===== src/gfrow_pkg.sv =====
`timescale 1ns / 1ps

package gfrow_pkg;

  // Matrix geometry
  localparam int ROWS  = 256;
  localparam int COLS  = 64;
  localparam int DEPTH = ROWS * COLS;

  localparam int ADDR_W   = $clog2(DEPTH);
  localparam int COL_W    = (COLS > 1) ? $clog2(COLS) : 1;
  localparam int KIND_W   = 3;
  localparam int ROW_IN_W = 8;
  localparam int COL_IN_W = 6;
  localparam int OCT_W    = 8;

  // Operation codes of an input word
  localparam logic [KIND_W-1:0] KIND_WRITE = KIND_W'(0);
  localparam logic [KIND_W-1:0] KIND_AXPY  = KIND_W'(1);
  localparam logic [KIND_W-1:0] KIND_SCALE = KIND_W'(2);
  localparam logic [KIND_W-1:0] KIND_SWAP  = KIND_W'(3);
  localparam logic [KIND_W-1:0] KIND_READ  = KIND_W'(4);

  // Source of the octet written into the matrix
  typedef enum logic [2:0] {
    WSEL_VALUE,
    WSEL_AXPY,
    WSEL_SCALE,
    WSEL_PORT_A,
    WSEL_PORT_B
  } wsel_e;

  // Controller to datapath command
  typedef struct packed {
    logic                rd_en;
    logic [ROW_IN_W-1:0] rd_row_a;
    logic [ROW_IN_W-1:0] rd_row_b;
    logic [COL_W-1:0]    rd_col;
    logic                wr_en;
    wsel_e               wr_sel;
    logic [ROW_IN_W-1:0] wr_row;
    logic [COL_W-1:0]    wr_col;
    logic [OCT_W-1:0]    factor;
  } dp_cmd_t;

  // Datapath to controller status
  typedef struct packed {
    logic [OCT_W-1:0] rdata_a;
  } dp_stat_t;

endpackage


===== src/gfrow_if.sv =====
`timescale 1ns / 1ps

// Operation channel
interface gfrow_req_if import gfrow_pkg::*; ();
  logic                valid;
  logic                ready;
  logic [KIND_W-1:0]   kind;
  logic [ROW_IN_W-1:0] dst_row;
  logic [ROW_IN_W-1:0] src_row;
  logic [COL_IN_W-1:0] col;
  logic [OCT_W-1:0]    value;

  modport source (output valid, kind, dst_row, src_row, col, value, input ready);
  modport sink   (input valid, kind, dst_row, src_row, col, value, output ready);
endinterface

// Result channel
interface gfrow_rsp_if import gfrow_pkg::*; ();
  logic             valid;
  logic             ready;
  logic [OCT_W-1:0] read_data;

  modport source (output valid, read_data, input ready);
  modport sink   (input valid, read_data, output ready);
endinterface


===== src/gfrow_ctrl.sv =====
`timescale 1ns / 1ps

module gfrow_ctrl import gfrow_pkg::*; (
  input  logic       clk_i,
  input  logic       rst_ni,
  gfrow_req_if.sink  req_i,
  gfrow_rsp_if.source rsp_o,
  output dp_cmd_t    cmd_o,
  input  dp_stat_t   stat_i
);

  typedef enum logic [2:0] {
    S_IDLE,
    S_ELEM,
    S_RDWAIT,
    S_SWEEP,
    S_DONE
  } state_e;

  function automatic logic row_ok(logic [ROW_IN_W-1:0] r);
    return int'(r) < ROWS;
  endfunction

  function automatic logic col_ok(logic [COL_IN_W-1:0] c);
    return int'(c) < COLS;
  endfunction

  state_e              state_q, state_d;
  logic [KIND_W-1:0]   kind_q, kind_d;
  logic [ROW_IN_W-1:0] dst_q, dst_d;
  logic [ROW_IN_W-1:0] src_q, src_d;
  logic [COL_W-1:0]    col_q, col_d;
  logic [OCT_W-1:0]    value_q, value_d;
  logic [COL_W-1:0]    cnt_q, cnt_d;
  logic [COL_W-1:0]    wcol_q, wcol_d;
  logic                more_q, more_d;
  logic                pend_q, pend_d;
  logic                phase_q, phase_d;
  logic [OCT_W-1:0]    res_q, res_d;
  logic                rsp_valid_q, rsp_valid_d;
  logic [OCT_W-1:0]    rsp_data_q, rsp_data_d;
  logic                last_col;

  assign req_i.ready     = (state_q == S_IDLE);
  assign rsp_o.valid     = rsp_valid_q;
  assign rsp_o.read_data = rsp_data_q;
  assign last_col        = (cnt_q == COL_W'(COLS - 1));

  always_comb begin
    state_d     = state_q;
    kind_d      = kind_q;
    dst_d       = dst_q;
    src_d       = src_q;
    col_d       = col_q;
    value_d     = value_q;
    cnt_d       = cnt_q;
    wcol_d      = wcol_q;
    more_d      = more_q;
    pend_d      = pend_q;
    phase_d     = phase_q;
    res_d       = res_q;
    rsp_valid_d = rsp_valid_q;
    rsp_data_d  = rsp_data_q;

    cmd_o          = '0;
    cmd_o.rd_row_a = dst_q;
    cmd_o.rd_row_b = src_q;
    cmd_o.rd_col   = cnt_q;
    cmd_o.wr_sel   = WSEL_VALUE;
    cmd_o.wr_row   = dst_q;
    cmd_o.wr_col   = wcol_q;
    cmd_o.factor   = value_q;

    // Drop the result word once taken
    if (rsp_valid_q && rsp_o.ready) rsp_valid_d = 1'b0;

    unique case (state_q)
      S_IDLE: begin
        if (req_i.valid) begin
          kind_d  = req_i.kind;
          dst_d   = req_i.dst_row;
          src_d   = req_i.src_row;
          col_d   = COL_W'(req_i.col);
          value_d = req_i.value;
          res_d   = '0;
          cnt_d   = '0;
          more_d  = 1'b1;
          pend_d  = 1'b0;
          phase_d = 1'b0;
          // Decode the operation; out-of-range or unused ones finish at once
          unique case (req_i.kind)
            KIND_WRITE, KIND_READ:
              state_d = (row_ok(req_i.dst_row) && col_ok(req_i.col)) ? S_ELEM : S_DONE;
            KIND_AXPY:
              state_d = (row_ok(req_i.dst_row) && row_ok(req_i.src_row)) ? S_SWEEP : S_DONE;
            KIND_SCALE:
              state_d = row_ok(req_i.dst_row) ? S_SWEEP : S_DONE;
            KIND_SWAP:
              state_d = (row_ok(req_i.dst_row) && row_ok(req_i.src_row) &&
                         (req_i.dst_row != req_i.src_row)) ? S_SWEEP : S_DONE;
            default:
              state_d = S_DONE;
          endcase
        end
      end

      S_ELEM: begin
        if (kind_q == KIND_WRITE) begin
          cmd_o.wr_en  = 1'b1;
          cmd_o.wr_col = col_q;
          state_d      = S_DONE;
        end else begin
          cmd_o.rd_en  = 1'b1;
          cmd_o.rd_col = col_q;
          state_d      = S_RDWAIT;
        end
      end

      S_RDWAIT: begin
        res_d   = stat_i.rdata_a;
        state_d = S_DONE;
      end

      S_SWEEP: begin
        if (!more_q && !pend_q) begin
          state_d = S_DONE;
        end else if (kind_q == KIND_SWAP) begin
          // Two writes per column: destination row, then source row
          if (!phase_q) begin
            cmd_o.rd_en  = more_q;
            cmd_o.wr_en  = pend_q;
            cmd_o.wr_row = src_q;
            cmd_o.wr_sel = WSEL_PORT_A;
            if (more_q) begin
              phase_d = 1'b1;
              pend_d  = 1'b1;
              wcol_d  = cnt_q;
              cnt_d   = cnt_q + COL_W'(1);
              more_d  = !last_col;
            end else begin
              pend_d  = 1'b0;
            end
          end else begin
            cmd_o.wr_en  = 1'b1;
            cmd_o.wr_row = dst_q;
            cmd_o.wr_sel = WSEL_PORT_B;
            phase_d      = 1'b0;
          end
        end else begin
          // Read one column while writing back the previous one
          cmd_o.rd_en  = more_q;
          cmd_o.wr_en  = pend_q;
          cmd_o.wr_sel = (kind_q == KIND_AXPY) ? WSEL_AXPY : WSEL_SCALE;
          pend_d       = more_q;
          if (more_q) begin
            wcol_d = cnt_q;
            cnt_d  = cnt_q + COL_W'(1);
            more_d = !last_col;
          end
        end
      end

      S_DONE: begin
        // Hand the result to the output register when it is free
        if (!rsp_valid_q || rsp_o.ready) begin
          rsp_valid_d = 1'b1;
          rsp_data_d  = res_q;
          state_d     = S_IDLE;
        end
      end

      default: state_d = S_IDLE;
    endcase
  end

  always_ff @(posedge clk_i or negedge rst_ni) begin
    if (!rst_ni) begin
      state_q     <= S_IDLE;
      kind_q      <= '0;
      dst_q       <= '0;
      src_q       <= '0;
      col_q       <= '0;
      value_q     <= '0;
      cnt_q       <= '0;
      wcol_q      <= '0;
      more_q      <= 1'b0;
      pend_q      <= 1'b0;
      phase_q     <= 1'b0;
      res_q       <= '0;
      rsp_valid_q <= 1'b0;
      rsp_data_q  <= '0;
    end else begin
      state_q     <= state_d;
      kind_q      <= kind_d;
      dst_q       <= dst_d;
      src_q       <= src_d;
      col_q       <= col_d;
      value_q     <= value_d;
      cnt_q       <= cnt_d;
      wcol_q      <= wcol_d;
      more_q      <= more_d;
      pend_q      <= pend_d;
      phase_q     <= phase_d;
      res_q       <= res_d;
      rsp_valid_q <= rsp_valid_d;
      rsp_data_q  <= rsp_data_d;
    end
  end

endmodule


===== src/flat_wrapper.sv =====
// flat-port wrapper written by rule: the top's interface ports become plain ports
module gfrow_ctrl_flat import gfrow_pkg::*;
  (clk_i, rst_ni, cmd_o, stat_i, req_i_valid, req_i_kind, req_i_dst_row, req_i_src_row, req_i_col, req_i_value, req_i_ready, rsp_o_valid, rsp_o_read_data, rsp_o_ready);
  gfrow_req_if req_i_i ();
  gfrow_rsp_if rsp_o_i ();
  input  logic clk_i;
  input  logic rst_ni;
  output dp_cmd_t cmd_o;
  input  dp_stat_t stat_i;
  input wire logic [$bits(req_i_i.valid)-1:0] req_i_valid;
  input wire logic [$bits(req_i_i.kind)-1:0] req_i_kind;
  input wire logic [$bits(req_i_i.dst_row)-1:0] req_i_dst_row;
  input wire logic [$bits(req_i_i.src_row)-1:0] req_i_src_row;
  input wire logic [$bits(req_i_i.col)-1:0] req_i_col;
  input wire logic [$bits(req_i_i.value)-1:0] req_i_value;
  output wire logic [$bits(req_i_i.ready)-1:0] req_i_ready;
  output wire logic [$bits(rsp_o_i.valid)-1:0] rsp_o_valid;
  output wire logic [$bits(rsp_o_i.read_data)-1:0] rsp_o_read_data;
  input wire logic [$bits(rsp_o_i.ready)-1:0] rsp_o_ready;
  assign req_i_i.valid = req_i_valid;
  assign req_i_i.kind = req_i_kind;
  assign req_i_i.dst_row = req_i_dst_row;
  assign req_i_i.src_row = req_i_src_row;
  assign req_i_i.col = req_i_col;
  assign req_i_i.value = req_i_value;
  assign req_i_ready = req_i_i.ready;
  assign rsp_o_valid = rsp_o_i.valid;
  assign rsp_o_read_data = rsp_o_i.read_data;
  assign rsp_o_i.ready = rsp_o_ready;
  gfrow_ctrl u_core (.clk_i(clk_i), .rst_ni(rst_ni), .req_i(req_i_i), .rsp_o(rsp_o_i), .cmd_o(cmd_o), .stat_i(stat_i));
endmodule

===== config.mk =====
export PLATFORM = sky130hd
export DESIGN_NAME = gfrow_ctrl_flat
export DESIGN_NICKNAME = d
export VERILOG_FILES = /design/src/gfrow_pkg.sv /design/src/gfrow_if.sv /design/src/gfrow_ctrl.sv /design/src/flat_wrapper.sv
export SDC_FILE = /design/constraint.sdc
export NUM_CORES = 1
export LEC_CHECK = 0
export BUFFER_PORTS_ARGS = -buffer_cell sky130_fd_sc_hd__buf_2
export CAP_MARGIN = 20
export CORE_UTILIZATION = 50
export DETAILED_ROUTE_END_ITERATION = 6
export PLACE_DENSITY = 0.82
export SETUP_SLACK_MARGIN = 0.2
export SLEW_MARGIN = 10
export SYNTH_ARGS = -nofsm -noshare
export SYNTH_HDL_FRONTEND = slang
export SYNTH_SLANG_ARGS = --single-unit

===== constraint.sdc =====
create_clock -name clk_i -period 2.1 [get_ports clk_i]
set_input_delay 0.105 -clock clk_i [delete_from_list [all_inputs] [get_ports clk_i]]
set_output_delay 0.105 -clock clk_i [all_outputs]
set_load 0.01 [all_outputs]

Word-level counts from Yosys, hierarchy flattened

Cells that the tools add are included.

$add $sub $neg: 1
Multiply operators: 0
Div/mod/pow operators: 0
Order comparisons: 0
Eq/ne operators: 19
Shifts and indexed selects: 0
Muxes and demuxes: 54
Bitwise logic cells: 1
Reductions and logical operators: 21

Operator list:

| cell                | count |
|---|---|
| $mux 6              | 12 |
| $mux 12             | 2 |
| $mux 1              | 21 |
| $mux 8              | 2 |
| $pmux 8 s2          | 1 |
| $eq 3x2->1 const B  | 5 |
| $mux 3              | 5 |
| $pmux 3 s5          | 1 |
| $pmux 6 s2          | 1 |
| $mux 11             | 1 |
| $pmux 1 s2          | 5 |
| $eq 3x1->1 const B  | 3 |
| $logic_not 3->1     | 3 |
| $pmux 3 s3          | 1 |
| $ne 8x8->1          | 1 |
| $reduce_and 4->1    | 2 |
| $add 6x1->6 const B | 1 |
| $eq 3x3->1 const B  | 2 |
| $eq 6x6->1 const B  | 1 |
| $ne 2x1->1 const B  | 3 |
| $ne 2x2->1 const B  | 3 |
| $reduce_and 2->1    | 3 |
| $reduce_and 3->1    | 2 |
| $logic_not 1->1     | 4 |
| 8 further kinds     | 11 |

Bits in registers: 68
Bits in latches: 0
RAM bits: 0
ROM bits: 0
Input port bits: 45
Output and inout bits: 59
Logic and storage cells: 110
Memories kept: 0

Logic depth before layout (Yosys ltp)

Gate-level depths: netlist of the first run.

Depth in word-level cells: 7
Depth in mapped cells: 7
Mapped depth without buffers: 5

Least setup slack after synthesis of the first run

Ideal clock, no wire load.

Kind: register to output
Start point: register u_core.state_q[2]
End point: output port cmd_o[19] (netlist name)
Data arrival time: 1.508 ns
Data required time: 1.995 ns
Path slack: 0.487 ns
Cell stages (with the launch flop): 7
Path buffers: 1
Cells stage by stage: dfrtp_1 > buf_2 > nand3b_1 > nor2_1 > nand2_2 > nor2_8 > mux2_1

RTL lines:

| item                     | RTL line          | text |
|---|---|---|
| start: declaration       | gfrow_ctrl.sv:28  | `state_e state_q, state_d;` |
| start signal: assignment | gfrow_ctrl.sv:193 | `state_q <= state_d;` |
| end: declaration         | flat_wrapper.sv:8 | `output dp_cmd_t cmd_o;` |

==> results of run 1 <==
==> cell type report <==
type | instances | share of cell area
multi-input combinational | 243 | 0.314
inverter | 4 | 0.00323
timing repair buffer | 163 | 0.244
clock buffer | 9 | 0.0267
clock inverter | 6 | 0.0242
sequential | 68 | 0.367
tap | 75 | 0.0202
==> synthesized netlist by cell type (all sizes together) (2+ instances only) <==
cell and count:
nor3 4, a31oi 2, or3 2, o21ai 9, nand2b 3, buf 7, nand2 128, nand4 2
dfrtp 68, nand3 17, clkbuf 5, o31ai 2, nor2 10, mux2 34, inv 4, a21oi 6
and2 2, xnor2 9, nand3b 2
==> metal layers <==
layer	track usage	part of all wire	vias up
li1	-	-	1402
met1	0.343	0.38	1509
met2	0.473	0.51	169
met3	0.0544	0.069	40
met4	0.141	0.039	0
met5	0	0	-
==> registers in the layout, indices dropped and copies added (netlist names) <==
signal                  count
u_core.dst_q                8
u_core.res_q                8
u_core.rsp_o.read_data      8
u_core.src_q                8
u_core.value_q              8
u_core.cnt_q                6
u_core.col_q                6
u_core.wcol_q               6
u_core.kind_q               3
u_core.state_q              3
u_core.more_q               1
u_core.pend_q               1
u_core.phase_q              1
u_core.rsp_o.valid          1
==> worst paths after layout <==
kind | startpoint | end | slack [ps] | depth (start not counted)
max | u_core.more_q | cmd_o[20] | -9 | 6
min | req_i_src_row[4] | u_core.src_q[4] | -8 | 3
max reg2reg | u_core.state_q[2] | u_core.cnt_q[4] | 220 | 8
min reg2reg | u_core.value_q[1] | u_core.value_q[1] | 480 | 2
max in group asynchronous | rst_ni | u_core.kind_q[1] | 1200 | 3
min in group asynchronous | rst_ni | u_core.value_q[1] | 260 | 2
==> timing repair <==
item	4_1_cts	5_1_grt
setup endpoints to repair	21	65
setup buffers	6	13
endpoints found under the hold margin	57	0
gates resized for setup	25	6
pin swaps	3	4
hold buffers	36	0
==> power by group <==
part           internal [mW]  switching (mW)
clock                  0.786           0.514
sequential              1.85           0.414
combinational           1.25            1.38
total                   3.89            2.31
==> tightest hold or removal path: cells and delay by family <==
| family | cells | cell delay (ps) |
|---|---|---|
| AND/OR/NAND/NOR | 2 | 100 |
| buffers and inverters | 1 | 90 |
==> stage by stage <==
step	std cells	hold WS, ps	area (um^2)	util	setup TNS, ps
2_1_floorplan	327	-191	3160	-	0
6_report	568	-8.33	4640	0.771	-40.7
3_3_place_gp	498	106	3770	0.625	0
3_5_place_dp	498	113	3770	0.625	0
5_1_grt	568	5.24	4640	0.771	-110
4_1_cts	555	0.779	4520	0.751	0
==> cells by family (layout without fill, tap and decap cells) <==
| kind of cell | count (synthesis) | in the layout | share of synthesized area |
|---|---|---|---|
| compound gates | 24 | 24 | 0.0498 |
| mux | 34 | 34 | 0.121 |
| fa+ha+maj | 1 | 1 | 0.00396 |
| flops | 68 | 68 | 0.538 |
| xor+xnor | 10 | 10 | 0.0277 |
| simple gates | 174 | 174 | 0.237 |
| buf+inv | 16 | 182 | 0.0225 |
==> metrics.csv, run 1 <==
metric;value;unit
VDD IR-drop max;0.838;mV
largest fanout on the critical path;8;
Synth cell types;35;
worst-path cell chain;nor2_1 > nor2_2 > nand2_2 > nor2_8 > mux2_4 > buf_6;
Min Hold Slack;-8.33;ps
leak pwr;2.47;nW
area of the multi-input gates;1460;um^2
core area;6030;um^2
first-pass GRT wire length;13800;um
Synth Flop Type;dfrtp_1;
Setup-failing EPs final;8;
PnR Total Power;6.20;mW
vias in the first global route;2976;
FF+latch count, synth;68;
Final Hold Viols;1;
Mapped Area;3160;um^2
Worst-Skew Late Latency;360;ps
PnR worst setup slack;-9.06;ps
WL final;9410;um
Req. time, crit path;2000;ps
share of cells above drive strength 1;0.387;
post-placement setup slack;251;ps
largest net degree at the start of global routing;47;
RSZ-0062 raised after global routing;true;
Startpoint Class;flop;
Mean Syn Cell Area;9.67;um^2
initial antenna violation count;0;
Async SR Flop Fraction;1.00;
Detailed Place HPWL;5110;um
drc violations;0;
Crit Path Category;flop to primary output;
sequential share of the synthesized area;0.538;
filler instances;367;
All-Layer GR Usage;0.281;
fin nets;535;
clock skew;16.4;ps
cell area power density;1330;nW/um^2
row count;28;
slowest stage cell, crit path;dfrtp_1;
Yosys top cell area share;0.538;
minimum clock period after layout;2110;ps
Crit path buffers/inverters;1;
Die Span Y;81.5;um
Synth area leader;dfrtp_1;
top cells by area in the synthesized netlist;dfrtp_1 54%, nand2_1 15%, mux2_2 11%;
number of CTS-inserted buffers;9;
cell family with most CP delay;simple AND/OR/NAND/NOR gates;
Final GP Congestion;0.863;
Worst Hold Class;input pin to flop;
cell count after synthesis;327;
Root Driver;clkbuf_8;
Via Count;3120;
arrival time at the worst endpoint;2000;ps
max_cap viols;0;
Achievable Freq;474;MHz
most frequent cells in the layout;127 x nand2_1, 95 x buf_2, 64 x dfrtp_1, 36 x dlygate4sd3_1, 26 x mux2_2;
Post-synth EDFFs;0;
max-slew violation count;0;
slew at the pin closest to its max-slew limit;524;ps
clk slew on worst S/H paths;70;ps
DR WL/cell;16.6;um
Die Footprint;6650;um^2
Mapped Nets;373;
drt initial violations;258;
Worst setup EP type;primary output;
first-pass detailed-route iteration total;5;
area growth from synthesis to layout;46.8;%
Clock Path Buffers;2;
FF+latch area;1710;um^2
CP peak stage delay;530;ps
DRT antenna net count;0;
total gr overflow;0;
commonest non-fill, non-tap cell in the layout;nand2_1;
Initial Utilization;0.525;
CTS H-Tree Depth;3;
PortBufs;103;
status;complete, but fails checks;
Rel. slew slack;0.651;
Clock Sinks;68;
failing checks;hold timing, setup timing;
vias per cell;5.49;
DIE WIDTH;81.5;um
ANT cells;0;
Yosys Warn Count;0;
CTS tree;built;
period utilization;1.00;
IO Count;104;
(Power assumes the default switching activity.)
==> inputs of run 2 (changes only) <==
Settings changed: PLACE_DENSITY 0.82 to 0.85, SLEW_MARGIN 10 to 20.
==> metrics.csv, run 2 (synthesis gave the netlist of run 1 again) <==
metric;value;unit
status;complete, no violations;
row count;28;
total gr overflow;0;
worst hold path depth;3;
CTS H-Tree Depth;3;
PnR Total Power;5.91;mW
Clock Sinks;68;
leak pwr;2.44;nW
Req. time, crit path;2000;ps
area growth from synthesis to layout;45.3;%
vias in the first global route;2968;
Initial Utilization;0.525;
max_cap viols;0;
Worst-Skew Late Latency;330;ps
RSZ-0062 raised after global routing;true;
DIE WIDTH;81.5;um
Clock Path Buffers;2;
Root Driver;clkbuf_8;
first-pass GRT wire length;13800;um
ANT cells;0;
fin nets;534;
Final Hold Viols;0;
first-pass detailed-route iteration total;6;
Min-Delay Startpoint;req_i_src_row[4];
max-slew violation count;0;
cell area power density;1290;nW/um^2
WL final;9480;um
period utilization;0.970;
initial antenna violation count;0;
Worst Hold Class;input pin to flop;
R2R cell count;8;
vias per cell;5.52;
RR Endpoint;u_core.cnt_q[4];
clock skew;7.69;ps
largest fanout on the critical path;8;
slew at the pin closest to its max-slew limit;587;ps
Setup-failing EPs final;0;
drc violations;0;
Via Count;3133;
PortBufs;103;
Die Footprint;6650;um^2
most frequent cells in the layout;127 x nand2_1, 93 x buf_2, 63 x dfrtp_1, 37 x dlygate4sd3_1, 24 x mux2_2;
VDD IR-drop max;0.760;mV
Die Span Y;81.5;um
core area;6030;um^2
filler instances;375;
clk slew on worst S/H paths;70;ps
Detailed Place HPWL;5170;um
Final GP Congestion;0.874;
CTS tree;built;
All-Layer GR Usage;0.277;
number of CTS-inserted buffers;9;
share of cells above drive strength 1;0.381;
commonest non-fill, non-tap cell in the layout;nand2_1;
worst flop-to-flop path startpoint;u_core.state_q[2];
drt initial violations;290;
hold worst-path end;u_core.src_q[4];
DR WL/cell;16.7;um
Startpoint Class;flop;
final setup TNS;0;ps
Achievable Freq;491;MHz
largest net degree at the start of global routing;44;
IO Count;104;
Rel. slew slack;0.608;
minimum clock period after layout;2040;ps
Reg2Reg Setup Slack;90;ps
arrival time at the worst endpoint;1930;ps
DRT antenna net count;0;
Worst setup EP type;primary output;
Crit Path Category;flop to primary output;
-- run 2: stage by stage --
stage	cell area (um^2)	worst slack [ps]	instances	utilization	hold slack, ps
floorplan	3160	487	327	-	-191
global placement	3770	330	498	0.625	132
detailed placement	3770	269	498	0.625	145
CTS	4520	140	559	0.750	6.19
global route	4600	-0.209	568	0.763	7.72
finish	4600	62.8	568	0.763	7.96
-- run 2: worst max path at each step --
| stage | from | to | slack, ps | cells past startpoint |
|---|---|---|---|---|
| 2_1_floorplan | u_core.state_q[2] | cmd_o[19] | 490 | 6 |
| 3_3_place_gp | u_core.state_q[2] | cmd_o[16] | 330 | 6 |
| 3_5_place_dp | u_core.state_q[2] | cmd_o[14] | 270 | 6 |
| 4_1_cts | u_core.state_q[2] | cmd_o[14] | 140 | 6 |
| 5_1_grt | u_core.state_q[2] | cmd_o[21] | -0.2 | 6 |
| 6_report | u_core.state_q[2] | cmd_o[21] | 60 | 6 |
-- run 2: layer usage --
metal | global-route usage | part of all wire | vias up
li1 | - | - | 1405
met1 | 0.345 | 0.40 | 1502
met2 | 0.446 | 0.49 | 178
met3 | 0.0533 | 0.066 | 48
met4 | 0.168 | 0.043 | 0
met5 | 0 | 0 | -
-- run 2: area by class of cell --
| class | count | area, um^2 | share of cell area |
|---|---|---|---|
| inverter | 4 | 15.0 | 0.00327 |
| timing repair buffer | 162 | 1140 | 0.248 |
| clock inverter | 6 | 65.1 | 0.0142 |
| sequential | 68 | 1710 | 0.372 |
| multi-input combinational | 243 | 1450 | 0.315 |
| tap | 75 | 93.8 | 0.0204 |
| clock buffer | 10 | 128 | 0.0278 |
-- run 2: power breakdown --
part	internal (mW)	switching (mW)	total (mW)
combinational	1.22	1.35	2.57
sequential	1.85	0.432	2.28
clock	0.549	0.503	1.05
-- run 2: repair_timing --
action                                 4_1_cts  5_1_grt
resized for setup                           28        3
pin swaps                                    3        2
endpoints found under the hold margin       61        0
setup endpoints to repair                   21       24
hold buffers                                37        0
buffers inserted                             8        9
-- run 2: worst max-delay path, stage by stage (launching register included) --
cell and delay, ps:
dfrtp_2 410, nand3b_1 210, nor2_2 160, nand2_2 110, nor2_8 230, mux2_4 350, buf_6 130
==> inputs of run 3 (changes only) <==
Settings changed: CORE_UTILIZATION 50 to 54, PLACE_DENSITY 0.85 to 0.9.
Clock period 2.1 ns to 2.6 ns, I/O delays scaled along.
==> metrics.csv, run 3 (synthesis gave the netlist of run 1 again) <==
metric;value;unit
status;complete, but fails checks;
failing checks;hold timing;
drt initial violations;231;
final setup TNS;0;ps
clock skew;8.57;ps
IO Count;104;
Critical Path Source;u_core.state_q[2];
Worst setup EP type;primary output;
GR peak layer;met2;
Startpoint Class;flop;
met2 Use GR;0.494;
PnR Total Power;4.35;mW
WL final;8270;um
max_cap viols;0;
Non-Filler Instances;538;
fin nets;508;
Crit Path Category;flop to primary output;
period utilization;0.868;
commonest non-fill, non-tap cell in the layout;nand2_1;
area growth from synthesis to layout;32.8;%
All-Layer GR Usage;0.292;
Clock Path Buffers;2;
RSZ-0062 raised after global routing;false;
Clock Sinks;68;
max-slew violation count;0;
Setup-failing EPs final;0;
cell area power density;1030;nW/um^2
minimum clock period after layout;2260;ps
DR WL/cell;15.4;um
total gr overflow;0;
clk slew on worst S/H paths;70;ps
Placed Cells;494;
PortBufs;103;
met3 Use GR;0.0535;
Achievable Freq;443;MHz
Worst-Skew Late Latency;340;ps
Layout Utilization;0.754;
VDD IR-drop max;0.622;mV
ANT cells;0;
Root Driver;clkbuf_8;
first-pass detailed-route iteration total;4;
vias in the first global route;2875;
slew at the pin closest to its max-slew limit;857;ps
Final GP Congestion;0.899;
DIE WIDTH;78.5;um
drc violations;0;
CTS tree;built;
Via Count;2854;
Initial Utilization;0.567;
core area;5570;um^2
largest net degree at the start of global routing;69;
GR Util met1;0.355;
first-pass GRT wire length;13600;um
vias per cell;5.30;
initial antenna violation count;0;
Req. time, crit path;2470;ps
DRT antenna net count;0;
Die Footprint;6170;um^2
Min Hold Slack;-53.5;ps
leak pwr;2.27;nW
largest fanout on the critical path;8;
Detailed Place HPWL;5260;um
Rel. slew slack;0.428;
number of CTS-inserted buffers;9;
Die Span Y;78.5;um
worst flop-to-flop path startpoint;u_core.state_q[1];
share of cells above drive strength 1;0.335;
arrival time at the worst endpoint;2130;ps
Worst Hold Class;input pin to async pin;
row count;27;
Final Hold Viols;32;
CTS H-Tree Depth;3;
most frequent cells in the layout;127 x nand2_1, 103 x buf_2, 68 x dfrtp_1, 31 x mux2_2, 29 x dlygate4sd3_1;
run 3: cell types whose count changed in the layout (fill, tap and decap cells not counted), sizes merged:
cell / before / now
dlygate4sd3: 37 / 29
clkbuf: 10 / 13
clkinv: 4 / 2
buf: 125 / 107
clkinvlp: 1 / 0
bufinv: 1 / 0
run 3: layout make-up:
type,instances,area [um^2]
well taps,72,90.1
clock buffers,13,159
inverters,4,15.0
repair buffers,136,836
clock inverters,2,10.0
flip-flops and latches,68,1700
multi-input cells,243,1390
fillers,397,1370
run 3: path summary, 6_finish.rpt:
kind | cells after the start | end | slack (ps)
worst max-delay path | 6 | cmd_o[14] | 340
worst min-delay path | 2 | u_core.col_q[0] | -50
worst max register to register | 6 | u_core.phase_q | 790
worst min register to register | 2 | u_core.value_q[6] | 480
max in group asynchronous | 2 | u_core.rsp_o.read_data[2] | 2050
min in group clk_i | 3 | u_core.dst_q[6] | 0
run 3: through the flow:
stage / instance area [um^2] / hold slack, ps / setup slack, ps
6_report: 4200 / -53.5 / 344
5_1_grt: 4200 / 12.4 / 222
4_1_cts: 4200 / 1.25 / 329
3_5_place_dp: 3740 / 325 / 703
3_3_place_gp: 3740 / 319 / 793
2_1_floorplan: 3160 / -166 / 962
run 3: critical path, cell delays in order, from the launching register on:
cell and delay [ps]:
dfrtp_1 470, nand3b_1 250, nor2_1 210, nand2_2 140
nor2_8 190, mux2_2 370, buf_2 140
run 3: repair_timing:
| action | CTS | global route |
|---|---|---|
| resized for setup | 0 | 0 |
| hold buffers | 29 | 0 |
| setup endpoints to repair | 0 | 1 |
| endpoints found under the hold margin | 29 | 0 |
| buffers inserted | 0 | 0 |
run 3: power breakdown:
part           internal [mW]  switching (mW)
Combinational          0.767           0.979
Sequential              1.49           0.333
Clock                  0.391           0.384
Total                   2.65            1.70
run 3: per-layer routing:
| metal | share of wire | vias to the layer above | wire (um) |
|---|---|---|---|
| met1 | 0.40 | 1370 | 3330 |
| met4 | 0.023 | 0 | 190 |
| li1 | - | 1351 | - |
| met3 | 0.057 | 24 | 475 |
| met5 | 0 | - | 0 |
| met2 | 0.52 | 109 | 4280 |
